[src/rtl/tcf_pkg.sv]
// ----------------------------------------------------------------------------
// tcf_pkg
// Shared widths, register indexes, reset values and types of the touch
// coordinate filter
// ----------------------------------------------------------------------------
package tcf_pkg;

  localparam int DATA_W       = 12;
  localparam int WINDOW_DEPTH = 5;
  localparam int CNT_W        = $clog2(WINDOW_DEPTH + 1);
  localparam int IDX_W        = (WINDOW_DEPTH > 1) ? $clog2(WINDOW_DEPTH) : 1;
  localparam int SUM_W        = DATA_W + CNT_W;
  localparam int PROD_W       = 2 * DATA_W;
  localparam int DIV_CNT_W    = $clog2(PROD_W + 1);
  localparam int REG_IDX_W    = 3;

  localparam logic [CNT_W-1:0] DEPTH_CNT = CNT_W'(WINDOW_DEPTH);

  localparam logic [REG_IDX_W-1:0] REG_CAL_X_MIN     = 3'd0;
  localparam logic [REG_IDX_W-1:0] REG_CAL_X_MAX     = 3'd1;
  localparam logic [REG_IDX_W-1:0] REG_CAL_Y_MIN     = 3'd2;
  localparam logic [REG_IDX_W-1:0] REG_CAL_Y_MAX     = 3'd3;
  localparam logic [REG_IDX_W-1:0] REG_SCREEN_WIDTH  = 3'd4;
  localparam logic [REG_IDX_W-1:0] REG_SCREEN_HEIGHT = 3'd5;
  localparam logic [REG_IDX_W-1:0] REG_SWAP_AXES     = 3'd6;
  localparam logic [REG_IDX_W-1:0] REG_INVERT_AXES   = 3'd7;

  localparam logic [DATA_W-1:0] RST_CAL_X_MIN     = 12'd250;
  localparam logic [DATA_W-1:0] RST_CAL_X_MAX     = 12'd3875;
  localparam logic [DATA_W-1:0] RST_CAL_Y_MIN     = 12'd425;
  localparam logic [DATA_W-1:0] RST_CAL_Y_MAX     = 12'd3825;
  localparam logic [DATA_W-1:0] RST_SCREEN_WIDTH  = 12'd480;
  localparam logic [DATA_W-1:0] RST_SCREEN_HEIGHT = 12'd320;

  typedef enum logic [3:0] {
    S_IDLE,
    S_MUL,
    S_DIV_START,
    S_DIV_WAIT,
    S_SHIFT,
    S_SUM,
    S_AVG_START,
    S_AVG_WAIT,
    S_DONE
  } state_t;

  typedef struct packed {
    logic             clear;
    logic             push;
    logic [IDX_W-1:0] idx;
  } win_ctl_t;

endpackage

[src/rtl/tcf_in_if.sv]
// ----------------------------------------------------------------------------
// tcf_in_if
// Raw touch sample channel: valid/ready with x, y and pressure
// ----------------------------------------------------------------------------
interface tcf_in_if;
  import tcf_pkg::*;

  logic              valid;
  logic              ready;
  logic [DATA_W-1:0] raw_x;
  logic [DATA_W-1:0] raw_y;
  logic [DATA_W-1:0] pressure;

  modport source (output valid, output raw_x, output raw_y, output pressure, input ready);
  modport sink   (input valid, input raw_x, input raw_y, input pressure, output ready);

endinterface

[src/rtl/tcf_out_if.sv]
// ----------------------------------------------------------------------------
// tcf_out_if
// Filtered touch coordinate channel: valid/ready with x, y and touch flag
// ----------------------------------------------------------------------------
interface tcf_out_if;
  import tcf_pkg::*;

  logic              valid;
  logic              ready;
  logic [DATA_W-1:0] touch_x;
  logic [DATA_W-1:0] touch_y;
  logic              touch_valid;

  modport source (output valid, output touch_x, output touch_y, output touch_valid,
                  input ready);
  modport sink   (input valid, input touch_x, input touch_y, input touch_valid,
                  output ready);

endinterface

[src/rtl/tcf_div.sv]
// ----------------------------------------------------------------------------
// tcf_div
// Shared restoring divider, one quotient bit per cycle
// ----------------------------------------------------------------------------
module tcf_div (
  input  logic                         clk,
  input  logic                         rst,
  input  logic                         start,
  input  logic [tcf_pkg::PROD_W-1:0]   dividend,
  input  logic [tcf_pkg::DATA_W-1:0]   divisor,
  output logic [tcf_pkg::PROD_W-1:0]   quotient,
  output logic                         done
);
  import tcf_pkg::*;

  logic [DATA_W-1:0]    rem;
  logic [DATA_W-1:0]    dvs;
  logic [PROD_W-1:0]    quo;
  logic [DIV_CNT_W-1:0] cnt;
  logic                 busy;
  logic [DATA_W:0]      rem_sh;
  logic [DATA_W:0]      rem_sub;
  logic                 ge;

  always_comb begin
    rem_sh  = {rem, quo[PROD_W-1]};
    ge      = rem_sh >= {1'b0, dvs};
    rem_sub = rem_sh - {1'b0, dvs};
  end

  always_ff @(posedge clk) begin
    if (rst) begin
      busy <= 1'b0;
      done <= 1'b0;
      cnt  <= '0;
    end else begin
      done <= !start && busy && (cnt == DIV_CNT_W'(1));
      if (start) begin
        busy <= 1'b1;
        cnt  <= DIV_CNT_W'(PROD_W);
      end else if (busy) begin
        cnt <= cnt - DIV_CNT_W'(1);
        if (cnt == DIV_CNT_W'(1)) begin
          busy <= 1'b0;
        end
      end
    end
  end

  always_ff @(posedge clk) begin
    if (start) begin
      rem <= '0;
      dvs <= divisor;
      quo <= dividend;
    end else if (busy) begin
      rem <= ge ? rem_sub[DATA_W-1:0] : rem_sh[DATA_W-1:0];
      quo <= {quo[PROD_W-2:0], ge};
    end
  end

  assign quotient = quo;

endmodule

[src/rtl/tcf_window.sv]
// ----------------------------------------------------------------------------
// tcf_window
// Moving average window: newest sample at entry 0, fill count, one read port
// ----------------------------------------------------------------------------
module tcf_window (
  input  logic                       clk,
  input  logic                       rst,
  input  tcf_pkg::win_ctl_t          ctl,
  input  logic [tcf_pkg::DATA_W-1:0] push_x,
  input  logic [tcf_pkg::DATA_W-1:0] push_y,
  output logic [tcf_pkg::DATA_W-1:0] rd_x,
  output logic [tcf_pkg::DATA_W-1:0] rd_y,
  output logic [tcf_pkg::CNT_W-1:0]  count
);
  import tcf_pkg::*;

  logic [DATA_W-1:0] win_x [WINDOW_DEPTH];
  logic [DATA_W-1:0] win_y [WINDOW_DEPTH];

  always_ff @(posedge clk) begin
    if (rst) begin
      count <= '0;
    end else if (ctl.clear) begin
      count <= '0;
    end else if (ctl.push && count != DEPTH_CNT) begin
      count <= count + CNT_W'(1);
    end
  end

  always_ff @(posedge clk) begin
    if (ctl.push) begin
      for (int i = WINDOW_DEPTH - 1; i > 0; i--) begin
        win_x[i] <= win_x[i-1];
        win_y[i] <= win_y[i-1];
      end
      win_x[0] <= push_x;
      win_y[0] <= push_y;
    end
  end

  assign rd_x = win_x[ctl.idx];
  assign rd_y = win_y[ctl.idx];

endmodule

[src/rtl/touch_coordinate_filter_core.sv]
// ----------------------------------------------------------------------------
// touch_coordinate_filter_core
// Calibrates raw resistive touch samples and smooths them with a moving
// average over the most recent samples of the current touch.
//
// Channels: sample (raw_x, raw_y, pressure) in, result (touch_x, touch_y,
// touch_valid) out, both valid/ready; one result per sample transfer.
// Configuration: cfg_we/cfg_idx/cfg_data write the calibration registers,
// to be done only while no sample is in flight.
// Sequence: a touch sample passes four times through the shared divider
// (two scalings, two averages), with the window entries summed between the
// scalings and the averages. A release sample (pressure zero) clears the
// window and goes straight to the result. One sample is in work at a time.
// The result sits in an output register: a new sample is taken while it
// waits, and if the receiver stalls the sequencer holds its finished
// result until the output register frees up.
// Reset: calibration registers return to their defaults, the window is
// empty and the held coordinates are zero.
// ----------------------------------------------------------------------------
module touch_coordinate_filter_core (
  input  logic                          clk,
  input  logic                          rst,
  input  logic                          cfg_we,
  input  logic [tcf_pkg::REG_IDX_W-1:0] cfg_idx,
  input  logic [tcf_pkg::DATA_W-1:0]    cfg_data,
  tcf_in_if.sink                        sample,
  tcf_out_if.source                     result
);
  import tcf_pkg::*;

  // configuration
  logic [DATA_W-1:0] cal_x_min, cal_x_max, cal_y_min, cal_y_max;
  logic [DATA_W-1:0] screen_width, screen_height;
  logic              swap_axes;
  logic [1:0]        invert_axes;

  state_t state, state_next;

  logic              axis;
  logic              touched;
  logic [DATA_W-1:0] vx, vy, cx, cy;
  logic [PROD_W-1:0] prod;
  logic [DATA_W-1:0] span_r;
  logic [IDX_W-1:0]  idx;
  logic [SUM_W-1:0]  sum_x, sum_y;
  logic [DATA_W-1:0] held_x, held_y;
  logic              res_valid;
  logic [DATA_W-1:0] res_x, res_y;
  logic              res_touch;

  logic [DATA_W-1:0] v, lo, hi, size, off, span, sat, scaled;
  logic              inv;
  logic              sum_last;
  logic              out_free;

  win_ctl_t          win_ctl;
  logic [DATA_W-1:0] rd_x, rd_y;
  logic [CNT_W-1:0]  win_count;

  logic              div_start;
  logic [PROD_W-1:0] div_dividend;
  logic [DATA_W-1:0] div_divisor;
  logic [PROD_W-1:0] div_quo;
  logic              div_done;

  tcf_window u_window (
    .clk    (clk),
    .rst    (rst),
    .ctl    (win_ctl),
    .push_x (cx),
    .push_y (cy),
    .rd_x   (rd_x),
    .rd_y   (rd_y),
    .count  (win_count)
  );

  tcf_div u_div (
    .clk      (clk),
    .rst      (rst),
    .start    (div_start),
    .dividend (div_dividend),
    .divisor  (div_divisor),
    .quotient (div_quo),
    .done     (div_done)
  );

  always_ff @(posedge clk) begin
    if (rst) begin
      cal_x_min     <= RST_CAL_X_MIN;
      cal_x_max     <= RST_CAL_X_MAX;
      cal_y_min     <= RST_CAL_Y_MIN;
      cal_y_max     <= RST_CAL_Y_MAX;
      screen_width  <= RST_SCREEN_WIDTH;
      screen_height <= RST_SCREEN_HEIGHT;
      swap_axes     <= 1'b0;
      invert_axes   <= 2'b00;
    end else if (cfg_we) begin
      unique case (cfg_idx)
        REG_CAL_X_MIN:     cal_x_min     <= cfg_data;
        REG_CAL_X_MAX:     cal_x_max     <= cfg_data;
        REG_CAL_Y_MIN:     cal_y_min     <= cfg_data;
        REG_CAL_Y_MAX:     cal_y_max     <= cfg_data;
        REG_SCREEN_WIDTH:  screen_width  <= cfg_data;
        REG_SCREEN_HEIGHT: screen_height <= cfg_data;
        REG_SWAP_AXES:     swap_axes     <= cfg_data[0];
        REG_INVERT_AXES:   invert_axes   <= cfg_data[1:0];
        default: ;
      endcase
    end
  end

  // per-axis calibration operands
  always_comb begin
    v      = axis ? vy : vx;
    lo     = axis ? cal_y_min : cal_x_min;
    hi     = axis ? cal_y_max : cal_x_max;
    size   = axis ? screen_height : screen_width;
    inv    = axis ? invert_axes[1] : invert_axes[0];
    off    = (v > lo) ? (v - lo) : '0;
    span   = (hi > lo) ? (hi - lo) : DATA_W'(1);
    sat    = (div_quo > PROD_W'(size)) ? size : div_quo[DATA_W-1:0];
    scaled = inv ? (size - sat) : sat;
  end

  assign sum_last = (CNT_W'(idx) + CNT_W'(1)) == win_count;
  assign out_free = !res_valid || result.ready;

  always_ff @(posedge clk) begin
    if (rst) begin
      state <= S_IDLE;
    end else begin
      state <= state_next;
    end
  end

  always_comb begin
    state_next   = state;
    win_ctl      = '0;
    div_start    = 1'b0;
    div_dividend = prod;
    div_divisor  = span_r;
    unique case (state)
      S_IDLE: begin
        if (sample.valid) begin
          if (sample.pressure == '0) begin
            win_ctl.clear = 1'b1;
            state_next    = S_DONE;
          end else begin
            state_next = S_MUL;
          end
        end
      end
      S_MUL: begin
        state_next = S_DIV_START;
      end
      S_DIV_START: begin
        div_start  = 1'b1;
        state_next = S_DIV_WAIT;
      end
      S_DIV_WAIT: begin
        if (div_done) begin
          state_next = axis ? S_SHIFT : S_MUL;
        end
      end
      S_SHIFT: begin
        win_ctl.push = 1'b1;
        state_next   = S_SUM;
      end
      S_SUM: begin
        win_ctl.idx = idx;
        if (sum_last) begin
          state_next = S_AVG_START;
        end
      end
      S_AVG_START: begin
        div_start    = 1'b1;
        div_dividend = PROD_W'(axis ? sum_y : sum_x);
        div_divisor  = DATA_W'(win_count);
        state_next   = S_AVG_WAIT;
      end
      S_AVG_WAIT: begin
        if (div_done) begin
          state_next = axis ? S_DONE : S_AVG_START;
        end
      end
      S_DONE: begin
        if (out_free) begin
          state_next = S_IDLE;
        end
      end
      default: state_next = S_IDLE;
    endcase
  end

  always_ff @(posedge clk) begin
    if (rst) begin
      axis      <= 1'b0;
      touched   <= 1'b0;
      held_x    <= '0;
      held_y    <= '0;
      res_valid <= 1'b0;
    end else begin
      if (state == S_DONE && out_free) begin
        res_valid <= 1'b1;
      end else if (result.valid && result.ready) begin
        res_valid <= 1'b0;
      end
      case (state)
        S_IDLE: begin
          if (sample.valid) begin
            // x is mirrored: 4095 - raw_x
            vx      <= swap_axes ? sample.raw_y : ~sample.raw_x;
            vy      <= swap_axes ? ~sample.raw_x : sample.raw_y;
            axis    <= 1'b0;
            touched <= sample.pressure != '0;
          end
        end
        S_MUL: begin
          prod   <= PROD_W'(off) * PROD_W'(size);
          span_r <= span;
        end
        S_DIV_WAIT: begin
          if (div_done) begin
            if (axis) begin
              cy <= scaled;
            end else begin
              cx <= scaled;
            end
            axis <= ~axis;
          end
        end
        S_SHIFT: begin
          sum_x <= '0;
          sum_y <= '0;
          idx   <= '0;
        end
        S_SUM: begin
          sum_x <= sum_x + SUM_W'(rd_x);
          sum_y <= sum_y + SUM_W'(rd_y);
          idx   <= idx + IDX_W'(1);
        end
        S_AVG_WAIT: begin
          if (div_done) begin
            if (axis) begin
              held_y <= div_quo[DATA_W-1:0];
            end else begin
              held_x <= div_quo[DATA_W-1:0];
            end
            axis <= ~axis;
          end
        end
        default: ;
      endcase
    end
  end

  always_ff @(posedge clk) begin
    if (state == S_DONE && out_free) begin
      res_x     <= held_x;
      res_y     <= held_y;
      res_touch <= touched && (win_count >= CNT_W'(2));
    end
  end

  assign sample.ready       = (state == S_IDLE);
  assign result.valid       = res_valid;
  assign result.touch_x     = res_x;
  assign result.touch_y     = res_y;
  assign result.touch_valid = res_touch;

endmodule
[src/flat_wrapper.sv]
// flat-port wrapper written by rule: the top's interface ports become plain ports
module touch_coordinate_filter_core_flat import tcf_pkg::*;
  (clk, rst, cfg_we, cfg_idx, cfg_data, sample_valid, sample_raw_x, sample_raw_y, sample_pressure, sample_ready, result_valid, result_touch_x, result_touch_y, result_touch_valid, result_ready);
  tcf_in_if sample_i ();
  tcf_out_if result_i ();
  input  logic clk;
  input  logic rst;
  input  logic cfg_we;
  input  logic [tcf_pkg::REG_IDX_W-1:0] cfg_idx;
  input  logic [tcf_pkg::DATA_W-1:0] cfg_data;
  input wire logic [$bits(sample_i.valid)-1:0] sample_valid;
  input wire logic [$bits(sample_i.raw_x)-1:0] sample_raw_x;
  input wire logic [$bits(sample_i.raw_y)-1:0] sample_raw_y;
  input wire logic [$bits(sample_i.pressure)-1:0] sample_pressure;
  output wire logic [$bits(sample_i.ready)-1:0] sample_ready;
  output wire logic [$bits(result_i.valid)-1:0] result_valid;
  output wire logic [$bits(result_i.touch_x)-1:0] result_touch_x;
  output wire logic [$bits(result_i.touch_y)-1:0] result_touch_y;
  output wire logic [$bits(result_i.touch_valid)-1:0] result_touch_valid;
  input wire logic [$bits(result_i.ready)-1:0] result_ready;
  assign sample_i.valid = sample_valid;
  assign sample_i.raw_x = sample_raw_x;
  assign sample_i.raw_y = sample_raw_y;
  assign sample_i.pressure = sample_pressure;
  assign sample_ready = sample_i.ready;
  assign result_valid = result_i.valid;
  assign result_touch_x = result_i.touch_x;
  assign result_touch_y = result_i.touch_y;
  assign result_touch_valid = result_i.touch_valid;
  assign result_i.ready = result_ready;
  touch_coordinate_filter_core u_core (.clk(clk), .rst(rst), .cfg_we(cfg_we), .cfg_idx(cfg_idx), .cfg_data(cfg_data), .sample(sample_i), .result(result_i));
endmodule
[config.mk]
export PLATFORM = sky130hd
export DESIGN_NAME = touch_coordinate_filter_core_flat
export DESIGN_NICKNAME = d
export VERILOG_FILES = /design/src/rtl/tcf_pkg.sv /design/src/rtl/tcf_in_if.sv /design/src/rtl/tcf_out_if.sv /design/src/rtl/tcf_div.sv /design/src/rtl/tcf_window.sv /design/src/rtl/touch_coordinate_filter_core.sv /design/src/flat_wrapper.sv
export SDC_FILE = /design/constraint.sdc
export NUM_CORES = 1
export LEC_CHECK = 0
export BUFFER_PORTS_ARGS = -buffer_cell sky130_fd_sc_hd__buf_2
export CAP_MARGIN = 0
export CORE_MARGIN = 10
export CORE_UTILIZATION = 40
export DETAILED_ROUTE_END_ITERATION = 12
export PLACE_DENSITY = 0.55
export SYNTH_ARGS = -nofsm -noshare
export SYNTH_HDL_FRONTEND = slang
export SYNTH_SLANG_ARGS = --single-unit
[constraint.sdc]
create_clock -name clk -period 13.55 [get_ports clk]
set_input_delay 0.6775 -clock clk [delete_from_list [all_inputs] [get_ports clk]]
set_output_delay 0.6775 -clock clk [all_outputs]
set_load 0.02 [all_outputs]
==> flow_metrics.tcl <==
set metrics [dict create \
    status "finished clean" \
    synth-async-reset-ratio_pct 0 \
    drive_gt1_share_pct 10.5 \
    cts_setup_buffers 0 \
    synth_top_cells_by_area "edfxtp_1 35%, dfxtp_1 10%, fa_1 8.3%, ha_1 7.4%, nand2_1 4.2%" \
    synth_edf_count 298 \
    worstPathRequired_ns 13.84 \
    cp_data_arrival_time_ns 9.13 \
    antenna_found_initial 0 \
    dp_cells 3300 \
    final_cell_mix "298 x edfxtp_1, 287 x nand2_1, 192 x inv_1" \
    drc 0 \
    final-instance-count-excl-fill 3385 \
    rows 92 \
    power_w 0.00440 \
    hold_violations 0 \
    finalSetupViolCount 0 \
    clockRootBuffer "clkbuf_16" \
    synth_fp_nets 2774 \
    post-dp-hpwl_um 47400 \
    drt_wl_total_um 65100 \
    cts_max_level 2 \
    critPathKind "flip-flop to flip-flop" \
    synth_cells 2462 \
    yosysSeqAreaShare_pct 45.1 \
    post_drt_wl_per_cell_um 19.2 \
    slew_violations 0 \
    cts_inserted_buffers 46 \
    finalCritPeriodShare_pct 65.2 \
    crit_path_frequent_cell "fa_1" \
    ys_warn_count 0 \
    tns_ns 0 \
    synth.distinct_cells 78 \
    start_kind "flip-flop" \
    rsz0062_at_grt "no" \
    hold-path-cell-count 0 \
    hold_path_startpoint "u_core.cx[2]" \
    r2r-end "u_core.prod[21]" \
    p_leak_nw 11.3 \
    period_needed_ns 8.84 \
    die-area_sq_mm 0.0743 \
    final_common_cell "edfxtp_1" \
    grt_pass1_vias 18300 \
    synth_top_area_share_pct 35.1 \
    num_vias 18400 \
    insertion_delay_ns 0.60 \
    gp_congestion 0.845 \
    synthToLayoutAreaGrowth_pct 10.8 \
    clock-sinks 426 \
    clk_pin_slew_ns 0.07 \
    vias_per_cell 5.44 \
    cts_tree "built" \
    ys_seq_elements 426 \
    power_density_mw_per_mm2 155 \
    hold_buffers 0 \
    timing.final.ws_setup_ns 4.71 \
    fmax_mhz 113 \
    relSlewSlack_pct 19.6 \
    critPathMaxFanout 41 \
    final_antenna_net_count 0 \
    core_sq_mm 0.0631 \
    fin_nets 2815 \
    drt-initial-drc-count 1499 \
    syn_area_sq_mm 0.0255 \
    hold_path.class "flip-flop to flip-flop" \
    dieHeight_um 273 \
    worst_pin_slew_ns 1.20 \
    holdPathEnd "u_core.u_window.win_x[0][2]" \
    crit_path_end_kind "flip-flop" \
    synth_flop_cell "edfxtp_1" \
    detailedPlace.worstSlack_ns 4.83 \
    io_buffers 82 \
    die_w_um 273 \
    gr-usage-all-layers_pct 17.4 \
    clock_skew_ns 0.0580 \
    firstDrtPassIters 7 \
    clk_path_buf_depth 3 \
    drv_cap 0 \
    critical_path.slowest_cell "dfxtp_4" \
    slowest_delay_ns 0.63 \
    overflow 0 \
    reg2reg_slack_ns 4.71 \
    initial_core_util_pct 40.5 \
    yosys.area.top_type "edfxtp_1" \
    reg2reg_depth 27 \
    reg2reg_from "u_core.axis" \
    cts-resized-gates 0 \
    grt_pass1_wl_um 103000 \
    peakVddDrop_v 0.000145 \
    grt_start_max_net_pins 69 \
    synth.avg_cell_area_sq_um 10.4 \
    insertedDiodeCount 0 \
    ios 83 \
]
==> final cells by class <==
| type | count | area [sq um] |
|---|---|---|
| inverter | 197 | 739 |
| timing repair buffer | 113 | 653 |
| fill | 5988 | 34800 |
| sequential | 426 | 11500 |
| clock inverter | 28 | 224 |
| clock buffer | 56 | 1250 |
| tap | 846 | 1060 |
| multi-input combinational | 1719 | 12800 |
==> critical path: cells and delay by family, from the launching register on <==
family	cells	cell delay, ns
XOR/XNOR	1	0.14
multiplexers	1	0.35
buffers and inverters	4	0.78
AO/OA/AOI/OAI	10	1.98
flip-flops	1	0.63
AND/OR/NAND/NOR	3	0.91
adder cells (fa/ha/maj)	8	3.68
==> power breakdown <==
part | switching (W) | internal, W | total [W]
Sequential | 0.0000664 | 0.00153 | 0.00159
Combinational | 0.000942 | 0.000632 | 0.00157
Clock | 0.000529 | 0.000700 | 0.00123
==> flip-flops by register name (all words and copies together) (netlist names), 12 cells and up <==
register	flops
u_core.cal_x_min	12
u_core.u_div.dvs	12
u_core.cal_x_max	12
u_core.sum_y	15
u_core.screen_height	12
u_core.held_y	12
u_core.u_div.quotient	24
u_core.u_window.win_x	60
u_core.u_window.win_y	60
u_core.cy	12
u_core.result.touch_x	12
u_core.cx	12
u_core.sum_x	15
u_core.screen_width	12
u_core.held_x	12
u_core.cal_y_min	12
u_core.prod	24
u_core.result.touch_y	12
u_core.span_r	12
u_core.cal_y_max	12
u_core.vy	12
u_core.u_div.rem	12
u_core.vx	12
==> Yosys cell counts (17+ instances only) <==
library cell  count
nand3b_1         35
ha_1            150
a21oi_1         142
xnor2_1          46
and3_1           41
o22ai_1          25
edfxtp_1        298
inv_1           192
nand2b_1         17
mux2_2           46
nor3_1           46
nand2_1         287
a21o_1           38
clkbuf_1         94
nand3_1          91
mux2i_1          97
nor2_1          179
a31oi_1          32
o21ai_0          67
o21a_1           19
xor2_1           29
nor2b_1          26
fa_1            106
dfxtp_1         128
a22oi_1          17
a211oi_1         32
==> worst max-delay path by stage <==
| stage | slack [ns] | start | depth (start not counted) | endpoint |
|---|---|---|---|---|
| 2_1_floorplan | 3.72 | u_core.state[2] | 7 | u_core.u_window.count[2] |
| 3_3_place_gp | 4.92 | u_core.axis | 27 | u_core.prod[21] |
| 3_5_place_dp | 4.83 | u_core.axis | 27 | u_core.prod[21] |
| 4_1_cts | 4.74 | u_core.axis | 27 | u_core.prod[21] |
| 5_1_grt | 4.20 | u_core.axis | 27 | u_core.prod[21] |
| 6_report | 4.71 | u_core.axis | 27 | u_core.prod[21] |
==> logic make-up after synthesis <==
family | share of synthesized area (%)
adders and majority gates | 15.7
DFF | 45.1
and+or+nand+nor | 14.4
AOI/OAI and AO/OA | 11.6
xor gates and xnor gates | 2.57
muxes | 5.88
buffers and inverters | 4.80
==> through the flow <==
stage / utilization, % / hold WS (ns) / cell area (sq um)
final: 44.8 / 0.364 / 28300
after floorplan: - / 0.400 / 25500
after global routing: 44.8 / 0.381 / 28300
after global placement: 42.5 / 0.402 / 26800
after CTS: 44.8 / 0.363 / 28300
after detailed placement: 42.5 / 0.405 / 26800
==> routing by layer <==
metal	vias up	share of wire (%)	track usage, %
met4	0	2.3	5.15
li1	8780	-	-
met2	497	45	27.4
met3	99	5.7	3.06
met1	9033	47	24.0
met5	-	0	0
Note: power is estimated with default switching activity, not from simulation.
